File: config.mk
export PLATFORM = sky130hd
export DESIGN_NAME = mt64_front
export DESIGN_NICKNAME = d
export VERILOG_FILES = /design/src/rtl/mt64_pkg.sv /design/src/rtl/mt64_front.sv
export SDC_FILE = /design/constraint.sdc
export NUM_CORES = 1
export LEC_CHECK = 0
export CAP_MARGIN = 20
export CORE_MARGIN = 4
export CORE_UTILIZATION = 30
export CTS_CLUSTER_DIAMETER = 50
export DETAILED_ROUTE_END_ITERATION = 10
export DONT_BUFFER_PORTS = 1
export PLACE_DENSITY = 0.44
export SYNTH_ARGS = -nofsm -noshare
export SYNTH_HDL_FRONTEND = slang
export SYNTH_SLANG_ARGS = --single-unit
File: constraint.sdc
create_clock -name clk_i -period 15 [get_ports clk_i]
set_clock_uncertainty 0.1 [all_clocks]
set_input_delay 1.5 -clock clk_i [delete_from_list [all_inputs] [get_ports clk_i]]
set_output_delay 1.5 -clock clk_i [all_outputs]
set_load 0.005 [all_outputs]
File: src/rtl/mt64_pkg.sv
// ----------------------------------------------------------------------------
// mt64_pkg
// types and constants shared by the 64-bit twister random source
// ----------------------------------------------------------------------------
`default_nettype none

package mt64_pkg;

  localparam int unsigned StateWords = 312;
  localparam int unsigned ShiftOffset = 156;
  localparam int unsigned IdxW = 9;

  localparam logic [63:0] TwistMatrix = 64'hB502_6F5A_A966_19E9;
  localparam logic [63:0] UpperMask   = 64'hFFFF_FFFF_8000_0000;
  localparam logic [63:0] LowerMask   = 64'h0000_0000_7FFF_FFFF;
  localparam logic [63:0] SeedMult    = 64'd6364136223846793005;
  localparam logic [63:0] SeedReset   = 64'd5489;
  localparam logic [63:0] TempB       = 64'h5555_5555_5555_5555;
  localparam logic [63:0] TempC       = 64'h71D6_7FFF_EDA6_0000;
  localparam logic [63:0] TempD       = 64'hFFF7_EEE0_0000_0000;

  typedef enum logic [1:0] {
    FUNC_RESEED = 2'd0,
    FUNC_RAW    = 2'd1,
    FUNC_RANGE  = 2'd2,
    FUNC_FRAC   = 2'd3
  } func_e;

  typedef struct packed {
    logic [1:0]         func;
    logic signed [63:0] low;
    logic signed [63:0] up;
  } req_t;

  typedef struct packed {
    logic signed [63:0] value;
    logic               status;
  } rsp_t;

  // classified command between the front and the back
  typedef struct packed {
    func_e       func;
    logic        empty_iv;
    logic [63:0] low;
    logic [63:0] span;
    logic [63:0] mask;
  } cmd_t;

  function automatic logic [63:0] temper(logic [63:0] v);
    logic [63:0] x;
    x = v;
    x = x ^ ((x >> 29) & TempB);
    x = x ^ ((x << 17) & TempC);
    x = x ^ ((x << 37) & TempD);
    x = x ^ (x >> 43);
    return x;
  endfunction

  function automatic logic [63:0] twist(logic [63:0] cur, logic [63:0] nxt,
                                        logic [63:0] far);
    logic [63:0] x;
    logic [63:0] r;
    x = (cur & UpperMask) | (nxt & LowerMask);
    r = far ^ (x >> 1);
    if (x[0]) begin
      r = r ^ TwistMatrix;
    end
    return r;
  endfunction

endpackage

`default_nettype wire

File: src/rtl/mt64_front.sv
// ----------------------------------------------------------------------------
// mt64_front
// accepts requests, checks the interval and builds the covering mask
// ----------------------------------------------------------------------------
`default_nettype none

module mt64_front (
  input  wire logic          clk_i,
  input  wire logic          rst_ni,
  input  wire logic          push,
  output logic               full,
  input  wire mt64_pkg::req_t req_i,
  output logic               cmd_valid_o,
  input  wire logic          cmd_ready_i,
  output mt64_pkg::cmd_t     cmd_o
);
  import mt64_pkg::*;

  localparam int unsigned Depth = 2;

  cmd_t        fifo_q [Depth];
  logic [1:0]  cnt_q, cnt_d;
  logic        wp_q, rp_q;
  logic        do_push, do_pop;
  cmd_t        cmd_new;
  logic [63:0] span;
  logic [63:0] lim;

  always_comb begin
    span = req_i.up - req_i.low;
    lim = span;
    lim = lim | (lim >> 1);
    lim = lim | (lim >> 2);
    lim = lim | (lim >> 4);
    lim = lim | (lim >> 8);
    lim = lim | (lim >> 16);
    lim = lim | (lim >> 32);
    cmd_new.func     = func_e'(req_i.func);
    cmd_new.empty_iv = (req_i.low > req_i.up);
    cmd_new.low      = req_i.low;
    cmd_new.span     = span;
    cmd_new.mask     = lim;
  end

  assign full        = (cnt_q == 2'(Depth));
  assign do_push     = push && !full;
  assign cmd_valid_o = (cnt_q != 2'd0);
  assign do_pop      = cmd_valid_o && cmd_ready_i;
  assign cmd_o       = fifo_q[rp_q];

  always_comb begin
    cnt_d = cnt_q;
    if (do_push && !do_pop) begin
      cnt_d = cnt_q + 2'd1;
    end else if (do_pop && !do_push) begin
      cnt_d = cnt_q - 2'd1;
    end
  end

  always_ff @(posedge clk_i or negedge rst_ni) begin
    if (!rst_ni) begin
      cnt_q <= '0;
      wp_q  <= 1'b0;
      rp_q  <= 1'b0;
    end else begin
      cnt_q <= cnt_d;
      if (do_push) begin
        wp_q <= ~wp_q;
      end
      if (do_pop) begin
        rp_q <= ~rp_q;
      end
    end
  end

  always_ff @(posedge clk_i) begin
    if (do_push) begin
      fifo_q[wp_q] <= cmd_new;
    end
  end

endmodule

`default_nettype wire

==> run summary, run 1 <==
===========================================================================================
Yosys warnings ...............................................................            0
# rows .......................................................................           95
Cell area after layout .......................................................    23300 um2
Largest net degree at the start of global routing ............................           68
Wire length per cell after detailed routing ..................................      25.1 um
Worst Max-Slew Pin Slew ......................................................      1.02 ns
Combinational group share of total power .....................................        27.1%
Net switching power ..........................................................    0.00125 W
Number of nets produced by synthesis .........................................         1850
Post-Synthesis Cells .........................................................         1650
Highest-count cells in the layout ignoring fill and taps ..................... 388 x sky130_fd_sc_hd__edfxtp_1, 196 x sky130_fd_sc_hd__mux2_2, 109 x sky130_fd_sc_hd__nand2_1, 99 x sky130_fd_sc_hd__inv_1, 95 x sky130_fd_sc_hd__nor2_1
Layout overhead on the synthesized area ......................................        13.0%
Adder and majority gate portion of the synthesized area ......................        4.04%
Clock net sink count .........................................................          392
CTS clk-pin slew, worst paths ................................................      0.06 ns
CTS root buffer .............................................................. sky130_fd_sc_hd__clkbuf_16
Capture point of the worst reg-to-reg path ................................... fifo_q[0][138]
Proportion of power drawn by the clock network ...............................        32.8%
Leakage power total ..........................................................      7.60 nW
Insertion delay to the later sink of the worst-skew pair .....................      0.59 ns
Share of the synthesized area in the top cell type ...........................        56.6%
Power share of the sequential group ..........................................        40.2%
Period utilisation layout ....................................................        38.2%
Detailed-router iteration count before antenna repair ........................            5
Post-route antenna net violation count .......................................            0
Post-CTS resize count ........................................................            0
Vias per cell ................................................................         5.30
Worst-path fanout max ........................................................           19
Status ....................................................................... complete, no violations
Number of max-slew violations in the final report ............................            0
Cts-stage hold buffer count ..................................................            0
Worst Min Path Start .........................................................     cnt_q[1]
Fraction of synthesized area in multiplexers .................................        10.8%
Area enclosed by the die boundary ............................................    72900 um2
Type of element capturing the critical path ..................................    flip-flop
Switching power as a share of total power ....................................        32.1%
Number of synthesized flops with an enable pin ...............................          388
Worst R2R Start ..............................................................     cnt_q[0]
Final RePlAce weighted congestion ............................................        0.912
Number of global-route vias before repair ....................................        13783
Ratio of cells with drive above 1 in the final layout ........................        21.2%
Most common cell after layout, fill and taps aside ........................... sky130_fd_sc_hd__edfxtp_1
Core ar. .....................................................................    67600 um2
Hold-critical path endpoint ..................................................     cnt_q[1]
Simple-gate share of the synthesized area ....................................        11.7%
WS Path Type .................................................................    in -> reg
Relative slew slack ..........................................................        32.1%
Biggest area contributors in the synthesized netlist ......................... sky130_fd_sc_hd__edfxtp_1 57%, sky130_fd_sc_hd__mux2_2 11%, sky130_fd_sc_hd__ha_1 3.9%
Clock tree from TritonCTS ....................................................          yes
Maximum vdd ir drop ..........................................................  0.0000974 V
RSZ-0062 raised after global routing .........................................           no
Final-layout fill cell count .................................................         6595
# IOs ........................................................................          331
Global-route wire length before repair .......................................      93.5 mm
Overflow left after global routing ...........................................            0
Final number of hold-violating endpoints .....................................            0
Start point of the critical path .............................................    req_i[65]
Number of input and output port buffers inserted .............................            0
Minimum clock period .........................................................      5.72 ns
Cell area after technology mapping ...........................................    20600 um2
CP startpoint kind ...........................................................    input pin
Post-synthesis cell type with the largest combined area ...................... sky130_fd_sc_hd__edfxtp_1
DRC viols ....................................................................            0
Drt total wl .................................................................      64.3 mm
Htree depth ..................................................................            2
Dominant combinational cell family by area after synthesis ................... simple AND/OR/NAND/NOR gates
Total negative slack .........................................................         0 ns
Achievable frequency .........................................................      175 MHz
Number of buffers between clock root and the deepest sink ....................            3
Primary FF master, synth ..................................................... sky130_fd_sc_hd__edfxtp_1
Via count ....................................................................        13582
DP Area ......................................................................    21500 um2
XOR/XNOR Fraction of Synth Area ..............................................        2.05%
Cell Pwr Density .............................................................   167 nW/um2
Vertical die dimension .......................................................       270 um
Worst endpoint required time .................................................     15.21 ns
Worst-case reg-to-reg path depth .............................................            5
GRT Util Overall .............................................................        17.0%
CTS buffer count .............................................................           52
Depth of the worst hold-timing path ..........................................            1
Max cap viols ................................................................            0
Starting Density .............................................................        30.5%
Number of failing setup endpoints in the final timing report .................            0
Share of synthesized registers carrying an async set or reset ................        1.02%
Number of design-rule violations left by the first detailed-router iteration .          881
Setup slack on the worst flop-to-flop path ...................................     11.34 ns
Final HPWL DP ................................................................      48.9 mm
Cell-internal power ..........................................................    0.00264 W
Seq cells post-synth .........................................................          392
Avg Cell Area, Syn ...........................................................     12.5 um2
Die span in x ................................................................       270 um
Compound-Gate Fraction of Synth Area .........................................        11.0%
Initial antenna violation count ..............................................            0
Portion of the post-synthesis area used by sequential elements ...............        57.0%
Type of the most critical hold path ..........................................   reg -> reg
Yosys cell types .............................................................           99
Number of nets at the end of the flow ........................................         1846
Setup repair bufs after CTS ..................................................            0
Arrival time at the worst endpoint ...........................................      5.94 ns
===========================================================================================
==> through the flow <==
step                      cells  utilization [%]  hold slack (ns)  total power, W  setup slack [ns]
after floorplan            1650                -            0.356         0.00236              4.52
after global placement     2465             31.8            0.382         0.00267              8.68
after detailed placement   2465             31.8            0.401         0.00267              8.66
after CTS                  2560             34.4            0.410         0.00397              9.30
after global routing       2560             34.4            0.443         0.00408              9.07
final                      2561             34.4            0.408         0.00388              9.28
==> state kept, by name, summed over array words and instances (netlist names) <==
signal	cells
fifo_q	388
rp_q	1
wp_q	1
cnt_q	2
==> area by class of cell <==
type / count / area [um2] / share of cell area (%)
Sequential cell: 392 / 11800 / 50.5
Multi-Input combinational cell: 1087 / 8160 / 35.1
Clock buffer: 54 / 1330 / 5.71
Tap cell: 873 / 1090 / 4.69
Clock inverter: 41 / 462 / 1.98
Inverter: 100 / 375 / 1.61
Timing Repair Buffer: 13 / 97.6 / 0.419
Antenna cell: 1 / 2.50 / 0.0108
==> synthesized netlist by cell type, drive strengths merged, types with 8 or more instances <==
master,instances
a211oi,11
mux2,196
nand4,42
edfxtp,388
o211ai,18
nor3b,8
a21o,20
a21oi,93
buf,41
ha,65
a31oi,12
nand2,110
nor4,10
inv,100
xnor2,27
or2,13
o21a,10
o21ai,72
nor2,97
and4,10
clkbuf,30
or3,19
nor3,41
xor2,19
nand2b,10
and2,13
nand3,47
==> routing by layer <==
layer	up-vias	track usage [%]	part of all wire, %
met5	-	0	0
met4	0	3.97	2.1
met3	77	4.42	6.7
met2	426	27.6	47
met1	6770	22.7	45
li1	6309	-	-
==> worst max-delay path: stages <==
cell	delay, ns
sky130_fd_sc_hd__inv_1	0.02
sky130_fd_sc_hd__ha_1	0.25
sky130_fd_sc_hd__nor2b_1	0.24
sky130_fd_sc_hd__o2111ai_2	0.25
sky130_fd_sc_hd__a2111oi_0	0.92
sky130_fd_sc_hd__a211oi_2	0.17
sky130_fd_sc_hd__o211ai_1	0.53
sky130_fd_sc_hd__xor2_1	0.33
sky130_fd_sc_hd__nor4_1	0.63
sky130_fd_sc_hd__nand4_1	0.34
sky130_fd_sc_hd__nor4_4	0.22
sky130_fd_sc_hd__buf_4	0.34
sky130_fd_sc_hd__nand2_1	0.18
==> power by group through the flow <==
stage	Clock (W)	Combinational, W	Sequential (W)
floorplan	0	0.000742	0.00162
global placement	0	0.00109	0.00158
detailed placement	0	0.00108	0.00159
CTS	0.00131	0.00109	0.00157
global route	0.00136	0.00114	0.00158
finish	0.00127	0.00105	0.00156
==> how the worst max path moves through the flow <==
stage                               end  slack, ns  cells after the start
after floorplan            fifo_q[0][0]       4.52                      2
after global routing      fifo_q[0][23]       9.07                     13
after detailed placement  fifo_q[0][28]       8.66                     13
final                     fifo_q[1][28]       9.28                     13
after CTS                 fifo_q[1][28]       9.30                     13
after global placement    fifo_q[0][28]       8.68                     13
==> logic make-up (layout without fill, tap and decap cells) <==
kind of cell | after synthesis | after routing
adders and majority gates | 66 | 66
buffers and inverters | 171 | 208
DFF | 392 | 392
other | 0 | 1
and+or+nand+nor | 455 | 455
AOI/OAI and AO/OA | 322 | 322
muxes | 198 | 198
xor gates and xnor gates | 46 | 46
Power figures use the tool's default switching activity.
==> run 2: changes to the inputs <==
--- a/config.mk
+++ b/config.mk
@@ -5,13 +5,14 @@
 export SDC_FILE = /design/constraint.sdc
 export NUM_CORES = 1
 export LEC_CHECK = 0
+export ABC_AREA = 1
 export CAP_MARGIN = 20
 export CORE_MARGIN = 4
 export CORE_UTILIZATION = 30
 export CTS_CLUSTER_DIAMETER = 50
 export DETAILED_ROUTE_END_ITERATION = 10
 export DONT_BUFFER_PORTS = 1
-export PLACE_DENSITY = 0.44
+export PLACE_DENSITY = 0.45
 export SYNTH_ARGS = -nofsm -noshare
 export SYNTH_HDL_FRONTEND = slang
 export SYNTH_SLANG_ARGS = --single-unit
==> constraint.sdc (replaced) <==
create_clock -name clk_i -period 4.9 [get_ports clk_i]
set_clock_uncertainty 0.1 [all_clocks]
set_input_delay 0.49 -clock clk_i [delete_from_list [all_inputs] [get_ports clk_i]]
set_output_delay 0.49 -clock clk_i [all_outputs]
set_load 0.005 [all_outputs]
==> run 2 against run 1 <==
Against the previous run:
- flip-flop and latch count stayed put
- sequential share of layout area is 5.9 points lower
- largest cell class unchanged
- highest routed layer unchanged
- total power grew to 3.3 times the previous value
- cell count is 58% higher
- area after synthesis is 10% higher
- worst setup slack worse by 7.8 ns
==> run summary, run 2 <==
===========================================================================================
Status ....................................................................... complete, no violations
Final RePlAce weighted congestion ............................................        0.878   -3.7%
Combinational group share of total power .....................................        30.8%   +3.7 points
Worst Max-Slew Pin Slew ......................................................      1.08 ns   +0.0597 ns
CTS clk-pin slew, worst paths ................................................      0.06 ns   about the same
Proportion of power drawn by the clock network ...............................        31.3%   -1.5 points
Global Route met1 Usage ......................................................        25.5%   +2.7 points
Post-route antenna net violation count .......................................            0   unchanged
Number of buffers between clock root and the deepest sink ....................            3   unchanged
Biggest area contributors in the synthesized netlist ......................... sky130_fd_sc_hd__edfxtp_1 51%, sky130_fd_sc_hd__nand2_1 23%, sky130_fd_sc_hd__inv_1 8.0%
Largest net degree at the start of global routing ............................          126   +85%
Starting Density .............................................................        30.3%   -0.13 points
Net switching power ..........................................................    0.00484 W   +290%
Relative slew slack ..........................................................        28.1%   -4.0 points
Layout overhead on the synthesized area ......................................        16.4%
Post-CTS resize count ........................................................            0   unchanged
Arrival time at the worst endpoint ...........................................      2.82 ns   -3.12 ns
Critical Path Slowest Stage Cell ............................................. sky130_fd_sc_hd__dfrtp_4
Via count ....................................................................        18566   +37%
Number of failing setup endpoints in the final timing report .................            0   unchanged
Wire length per cell after detailed routing ..................................      19.6 um   -22%
RSZ-0062 raised after global routing .........................................           no
Share of the core filled with cells ..........................................        35.3%   +0.90 points
DRC viols ....................................................................            0   unchanged
Highest-count cells in the layout ignoring fill and taps ..................... 1405 x sky130_fd_sc_hd__nand2_1, 483 x sky130_fd_sc_hd__inv_1, 388 x sky130_fd_sc_hd__edfxtp_1, 191 x sky130_fd_sc_hd__nor2_1, 143 x sky130_fd_sc_hd__nand3_1
Ordered cell list for the critical path ...................................... inv_6, buf_4, nand2_1, nand2_1
Cells after DPL ..............................................................         3874   +57%
Type of the most critical hold path ..........................................  in -> async
Cell-internal power ..........................................................    0.00778 W   +190%
Register name with the most flops ............................................       fifo_q
Vias per cell ................................................................         4.59   -13%
Detailed-router iteration count before antenna repair ........................            6   +1
Met2 Use GR ..................................................................        32.5%   +5.0 points
Number of design-rule violations left by the first detailed-router iteration .         1157   +31%
DP Area ......................................................................    23900 um2   +11%
Power share of the sequential group ..........................................        37.9%   -2.3 points
Yosys cell types .............................................................           35   -65%
Start point of the critical path .............................................         rp_q
Global-route wire length before repair .......................................       115 mm   +23%
Achievable frequency .........................................................      293 MHz
Number of global-route vias before repair ....................................        18332   +33%
Most frequently used cell type in the post-synthesis netlist ................. sky130_fd_sc_hd__nand2_1
Final-layout fill cell count .................................................         7782   +18%
Number of input and output port buffers inserted .............................            0   unchanged
Leading post-synthesis cells by instance count ............................... 1405 x sky130_fd_sc_hd__nand2_1, 483 x sky130_fd_sc_hd__inv_1, 388 x sky130_fd_sc_hd__edfxtp_1
Worst-case reg-to-reg path depth .............................................            4   -1
Final HPWL DP ................................................................      61.9 mm   +27%
Most common cell after layout, fill and taps aside ........................... sky130_fd_sc_hd__nand2_1
Leakage power total ..........................................................      12.3 nW   +62%
Worst-path fanout max ........................................................           78   +59
Largest incremental delay on the critical path ...............................      0.70 ns   -0.22 ns
Cell Pwr Density .............................................................   479 nW/um2   +190%
Worst R2R Start ..............................................................     cnt_q[1]
GRT Util Overall .............................................................        19.4%   +2.4 points
DP Worst Slack ...............................................................     0.851 ns   -7.81 ns
WS Path Type .................................................................   reg -> out
Post-synthesis cell type with the largest combined area ...................... sky130_fd_sc_hd__edfxtp_1
Capture point of the worst reg-to-reg path ................................... fifo_q[1][1]
CTS buffer count .............................................................           56   +7.7%
Insertion delay to the later sink of the worst-skew pair .....................      0.61 ns   +0.02 ns
Avg Cell Area, Syn ...........................................................     7.71 um2   -38%
Portion of the post-synthesis area used by sequential elements ...............        51.9%   -5.2 points
Cell area after technology mapping ...........................................    22700 um2   +10%
# IOs ........................................................................          331   unchanged
Largest regs ................................................................. fifo_q x388, cnt_q x2
Number of synthesized flops with an enable pin ...............................          388   unchanged
Minimum clock period .........................................................      3.41 ns
Type of element capturing the critical path ..................................  output port
Post-Synthesis Cells .........................................................         2940   +78%
Die span in x ................................................................       283 um   +4.7%
Area enclosed by the die boundary ............................................    80000 um2   +9.7%
CP startpoint kind ...........................................................    flip-flop
Number of max-slew violations in the final report ............................            0   unchanged
Global routing met3 resource utilization .....................................        4.35%   -0.072 points
CTS root buffer .............................................................. sky130_fd_sc_hd__clkbuf_16
Period utilisation layout ....................................................        69.7%
CP most frequent cell ........................................................ sky130_fd_sc_hd__nand2_1
Seq cells post-synth .........................................................          392   unchanged
Core ar. .....................................................................    74700 um2   +10%
Maximum vdd ir drop ..........................................................   0.000253 V   +160%
Primary FF master, synth ..................................................... sky130_fd_sc_hd__edfxtp_1
Switching power as a share of total power ....................................        38.3%   +6.3 points
Share of synthesized registers carrying an async set or reset ................        1.02%   unchanged
Count of non-filler cells in the finished layout .............................         4047   +58%
GRT Max-Usage Layer ..........................................................         met2
Worst path setup slack after routing .........................................      1.49 ns   -7.79 ns
Vertical die dimension .......................................................       283 um   +4.7%
Cell area after layout .......................................................    26400 um2   +13%
Ratio of cells with drive above 1 in the final layout ........................        5.89%   -15 points
Yosys warnings ...............................................................            0   unchanged
Clock net sink count .........................................................          392   unchanged
# rows .......................................................................          100   +5.3%
Final number of hold-violating endpoints .....................................            0   unchanged
Max reg flops ................................................................          388   unchanged
Hold Worst Slack .............................................................    0.0454 ns   -0.363 ns
Setup slack on the worst flop-to-flop path ...................................      2.34 ns   -9.00 ns
Htree depth ..................................................................            2   unchanged
Number of nets produced by synthesis .........................................         3140   +70%
Worst endpoint required time .................................................      4.31 ns   -10.90 ns
Max cap viols ................................................................            0   unchanged
Initial antenna violation count ..............................................            3   +3
Overflow left after global routing ...........................................            0   unchanged
Clock tree from TritonCTS ....................................................          yes
Share of the synthesized area in the top cell type ...........................        51.4%   -5.1 points
Drt total wl .................................................................      79.2 mm   +23%
Number of nets at the end of the flow ........................................         3231   +75%
===========================================================================================
[run 2: changes by cell type after synthesis, sizes merged, moves of 18 or more]
| cell | change |
|---|---|
| or3 | -19 |
| inv | +393 |
| o21ai | -62 |
| nand2 | +1320 |
| nor2 | +131 |
| buf | -38 |
| nand3 | +100 |
| o211ai | -18 |
| a21o | -20 |
| xnor2 | -21 |
| nand4 | -26 |
| a21oi | -50 |
| nor3 | -20 |
| mux2 | -196 |
[run 2: logic make-up (layout without fill, tap and decap cells)]
kind of cell	after synthesis	in the layout	share of synthesized area, %
flip-flops	392	392	51.9
adder cells (fa/ha/maj)	66	66	3.68
other	0	3	0
buffers and inverters	540	675	8.97
XOR/XNOR	20	20	0.773
AND/OR/NAND/NOR	1867	1867	33.5
AO/OA/AOI/OAI	55	55	1.24
[run 2: worst max-delay path, delay by kind of cell, from the launching register on]
| kind | cells | cell delay [ns] |
|---|---|---|
| buffers and inverters | 2 | 1.11 |
| and+or+nand+nor | 2 | 0.28 |
| DFF | 1 | 0.70 |
[run 2: area by class of cell]
class | instances | area [um2] | share of cell area, %
Antenna cell | 3 | 7.51 | 0.0285
Clock buffer | 62 | 1420 | 5.40
Clock inverter | 40 | 410 | 1.56
Inverter | 495 | 1860 | 7.06
Multi-Input combinational cell | 2008 | 8890 | 33.7
Sequential cell | 392 | 11800 | 44.6
Tap cell | 969 | 1210 | 4.60
Timing Repair Buffer | 78 | 818 | 3.10
[run 2: power by group through the flow]
stage / Sequential (W) / Combinational, W / Clock, W
after global routing: 0.00485 / 0.00437 / 0.00420
after global placement: 0.00485 / 0.00393 / 0
final: 0.00479 / 0.00388 / 0.00395
after floorplan: 0.00490 / 0.00250 / 0
after CTS: 0.00480 / 0.00400 / 0.00405
after detailed placement: 0.00486 / 0.00395 / 0
[run 2: what timing repair did]
| action | 4_1_cts | 5_1_grt |
|---|---|---|
| endpoints found under the hold margin | 137 | 0 |
| setup buffers | 0 | 0 |
| hold buffers | 68 | 0 |
[run 2: metal layers]
metal  vias up  part of all wire (%)
met1      8663                    43
met2       486                    47
li1       9313                     -
met5         -                     0
met3       104                   6.9
met4         0                   2.3
[run 2: worst max path at each step]
stage,to,slack (ns)
after floorplan,fifo_q[1][0],-1.39
after global placement,fifo_q[0][43],0.76
after detailed placement,fifo_q[0][31],0.85
after CTS,cmd_o[106],1.42
after global routing,fifo_q[1][31],1.18
final,cmd_o[106],1.49
[run 2: per-stage QoR]
step	setup TNS, ns	power, W
after global placement	0	0.00877
after CTS	0	0.0129
after detailed placement	0	0.00881
after floorplan	-537.70	0.00740
after global routing	0	0.0134
final	0	0.0126
==> run 3: changes to the inputs <==
==> constraint.sdc (replaced) <==
create_clock -name clk_i -period 3.1 [get_ports clk_i]
set_clock_uncertainty 0.1 [all_clocks]
set_input_delay 0.31 -clock clk_i [delete_from_list [all_inputs] [get_ports clk_i]]
set_output_delay 0.31 -clock clk_i [all_outputs]
set_load 0.005 [all_outputs]
==> run 3 against run 2 <==
Against the previous run:
- hold slack improved by 0.0075 ns
- first-iteration DRC count is 1.6% lower
- die area stayed put
- total power grew 64%
- wire length rose by 1.8%
- worst setup slack worse by 1.2 ns
- flip-flop and latch count stayed put
- non-clock buffer count increased by 365
==> run summary, run 3 (synthesized netlist as in run 2, its figures left out) <==
===========================================================================================
# IOs ........................................................................          331   unchanged
Overflow left after global routing ...........................................            0   unchanged
Layout overhead on the synthesized area ......................................        28.9%
Clock tree from TritonCTS ....................................................          yes
Worst Max-Slew Pin Slew ......................................................      1.13 ns   +0.0559 ns
Worst endpoint required time .................................................      3.35 ns   -0.96 ns
# rows .......................................................................          100   unchanged
Ratio of cells with drive above 1 in the final layout ........................        15.8%   +9.9 points
DP Area ......................................................................    26700 um2   +12%
Top Metal Used ...............................................................         met4
Detailed-router iteration count before antenna repair ........................            5   -1
Wire length per cell after detailed routing ..................................      18.3 um   -6.5%
CP startpoint kind ...........................................................    input pin
Setup repair bufs after CTS ..................................................            0   unchanged
Number of global-route vias before repair ....................................        19607   +7.0%
Period utilisation layout ....................................................        92.2%
Number of input and output port buffers inserted .............................            0   unchanged
Number of buffers between clock root and the deepest sink ....................            3   unchanged
Cell Pwr Density .............................................................   708 nW/um2   +48%
Vertical die dimension .......................................................       283 um   unchanged
WS Path Type .................................................................    in -> reg
Die span in x ................................................................       283 um   unchanged
CTS root buffer .............................................................. sky130_fd_sc_hd__clkbuf_16
Initial antenna violation count ..............................................            0   -3
Largest net degree at the start of global routing ............................          195   +55%
Maximum vdd ir drop ..........................................................   0.000820 V   +220%
Share of the core filled with cells ..........................................        39.1%   +3.8 points
DR WL met2 ...................................................................      38.5 mm   +2.7%
Final HPWL DP ................................................................      64.8 mm   +4.8%
Minimum clock period .........................................................      2.86 ns
Type of the most critical hold path ..........................................    in -> reg
Arrival time at the worst endpoint ...........................................      3.11 ns   +0.29 ns
Highest-count cells in the layout ignoring fill and taps ..................... 1405 x sky130_fd_sc_hd__nand2_1, 482 x sky130_fd_sc_hd__inv_1, 388 x sky130_fd_sc_hd__edfxtp_1, 361 x sky130_fd_sc_hd__buf_4, 188 x sky130_fd_sc_hd__nor2_1
Number of nets at the end of the flow ........................................         3592   +11%
Number of design-rule violations left by the first detailed-router iteration .         1138   -1.6%
Wire length on met1 ..........................................................      35.7 mm   +4.1%
Clock net sink count .........................................................          392   unchanged
Htree depth ..................................................................            2   unchanged
Area enclosed by the die boundary ............................................    80000 um2   unchanged
Max reg flops ................................................................          388   unchanged
Most common cell after layout, fill and taps aside ........................... sky130_fd_sc_hd__nand2_1
Largest regs ................................................................. fifo_q x388, cnt_q x2
Status ....................................................................... complete, no violations
Type of element capturing the critical path ..................................    flip-flop
Final number of hold-violating endpoints .....................................            0   unchanged
Via count ....................................................................        19484   +4.9%
Number of antenna cells inserted .............................................            0   -3
Starting Density .............................................................        30.3%   unchanged
Global-route wire length before repair .......................................       119 mm   +3.8%
Achievable frequency .........................................................      350 MHz
CTS buffer count .............................................................           52   -7.1%
Worst-path fanout max ........................................................            5   -94%
Final RePlAce weighted congestion ............................................        0.879   +0.11%
Core ar. .....................................................................    74700 um2   unchanged
Met3 routed WL ...............................................................      4.69 mm   -15%
Post-route antenna net violation count .......................................            0   unchanged
RSZ-0062 raised after global routing .........................................           no
Drt total wl .................................................................      80.6 mm   +1.8%
CTS clk-pin slew, worst paths ................................................      0.05 ns   about the same
Max cap viols ................................................................            0   unchanged
DRC viols ....................................................................            0   unchanged
GRT Util Overall .............................................................        19.8%   +0.47 points
Number of failing setup endpoints in the final timing report .................            0   unchanged
Register name with the most flops ............................................       fifo_q
Vias per cell ................................................................         4.42   -3.6%
Overall power consumption ....................................................     0.0207 W   +64%
Number of max-slew violations in the final report ............................            0   unchanged
Insertion delay to the later sink of the worst-skew pair .....................      0.62 ns   about the same
Cell area after layout .......................................................    29200 um2   +11%
Relative slew slack ..........................................................        24.4%   -3.7 points
Leakage power total ..........................................................      14.1 nW   +14%
===========================================================================================
==> run 3: worst max-delay path, stage by stage <==
cell and delay, ns:
sky130_fd_sc_hd__inv_1 0.02, sky130_fd_sc_hd__ha_1 0.35, sky130_fd_sc_hd__nand2_1 0.14, sky130_fd_sc_hd__nor2_1 0.25
sky130_fd_sc_hd__nand2_1 0.25, sky130_fd_sc_hd__nor2_2 0.31, sky130_fd_sc_hd__nand3_1 0.21, sky130_fd_sc_hd__nand4_1 0.14
sky130_fd_sc_hd__nand2_1 0.13, sky130_fd_sc_hd__inv_1 0.10, sky130_fd_sc_hd__nand2_1 0.07, sky130_fd_sc_hd__nor2_1 0.25
sky130_fd_sc_hd__nand2_1 0.12, sky130_fd_sc_hd__nor2_1 0.15, sky130_fd_sc_hd__buf_4 0.19, sky130_fd_sc_hd__nand3_1 0.11
==> run 3: per-stage QoR <==
stage                     hold slack [ns]  worst slack, ns  cells  TNS, ns
final                              0.0530            0.242   4404        0
after global routing               0.0529          0.00617   4404        0
after CTS                          0.0298            0.202   4404        0
after detailed placement          -0.0855           -0.432   4236   -38.39
after global placement            -0.0855           -0.458   4236   -39.70
after floorplan                   -0.0856           -0.841   2940  -321.75
==> run 3: power breakdown <==
part	switching, W	total [W]	leakage [nW]	internal, W
clock	0.00247	0.00626	0.879	0.00379
combinational	0.00492	0.00693	9.74	0.00202
sequential	0.000249	0.00747	3.47	0.00722
total	0.00763	0.0207	14.1	0.0130
==> run 3: layout make-up <==
class	instances	area, um2
clock buffer	61	1360
multi-input combinational	2008	8910
fill	7751	45500
sequential	392	11800
tap	969	1210
clock inverter	36	457
inverter	495	1860
timing repair buffer	443	3640
==> run 3: worst paths after layout <==
path                             from        endpoint  slack (ns)  cells past startpoint
min in group asynchronous      rst_ni        cnt_q[1]        0.40                      2
min reg2reg                  cnt_q[1]        cnt_q[1]        0.49                      2
max                        req_i[102]    fifo_q[1][1]        0.24                     16
max in group asynchronous      rst_ni            rp_q        2.31                      2
max reg2reg                  cnt_q[0]  fifo_q[1][176]        1.03                      3
min                         req_i[65]   fifo_q[1][65]        0.05                      2
==> run 3: repair_timing <==
| item | CTS | global route |
|---|---|---|
| hold endpoints to repair | 147 | 0 |
| hold buffers | 71 | 0 |
| gates resized for setup | 0 | 4 |
| endpoints found under the setup margin | 0 | 22 |
==> run 3: per-layer routing <==
layer / vias to the layer above / global-route usage, %
li1: 10030 / -
met1: 8982 / 26.0
met2: 390 / 34.0
met3: 82 / 3.99
met4: 0 / 4.67
met5: - / 0
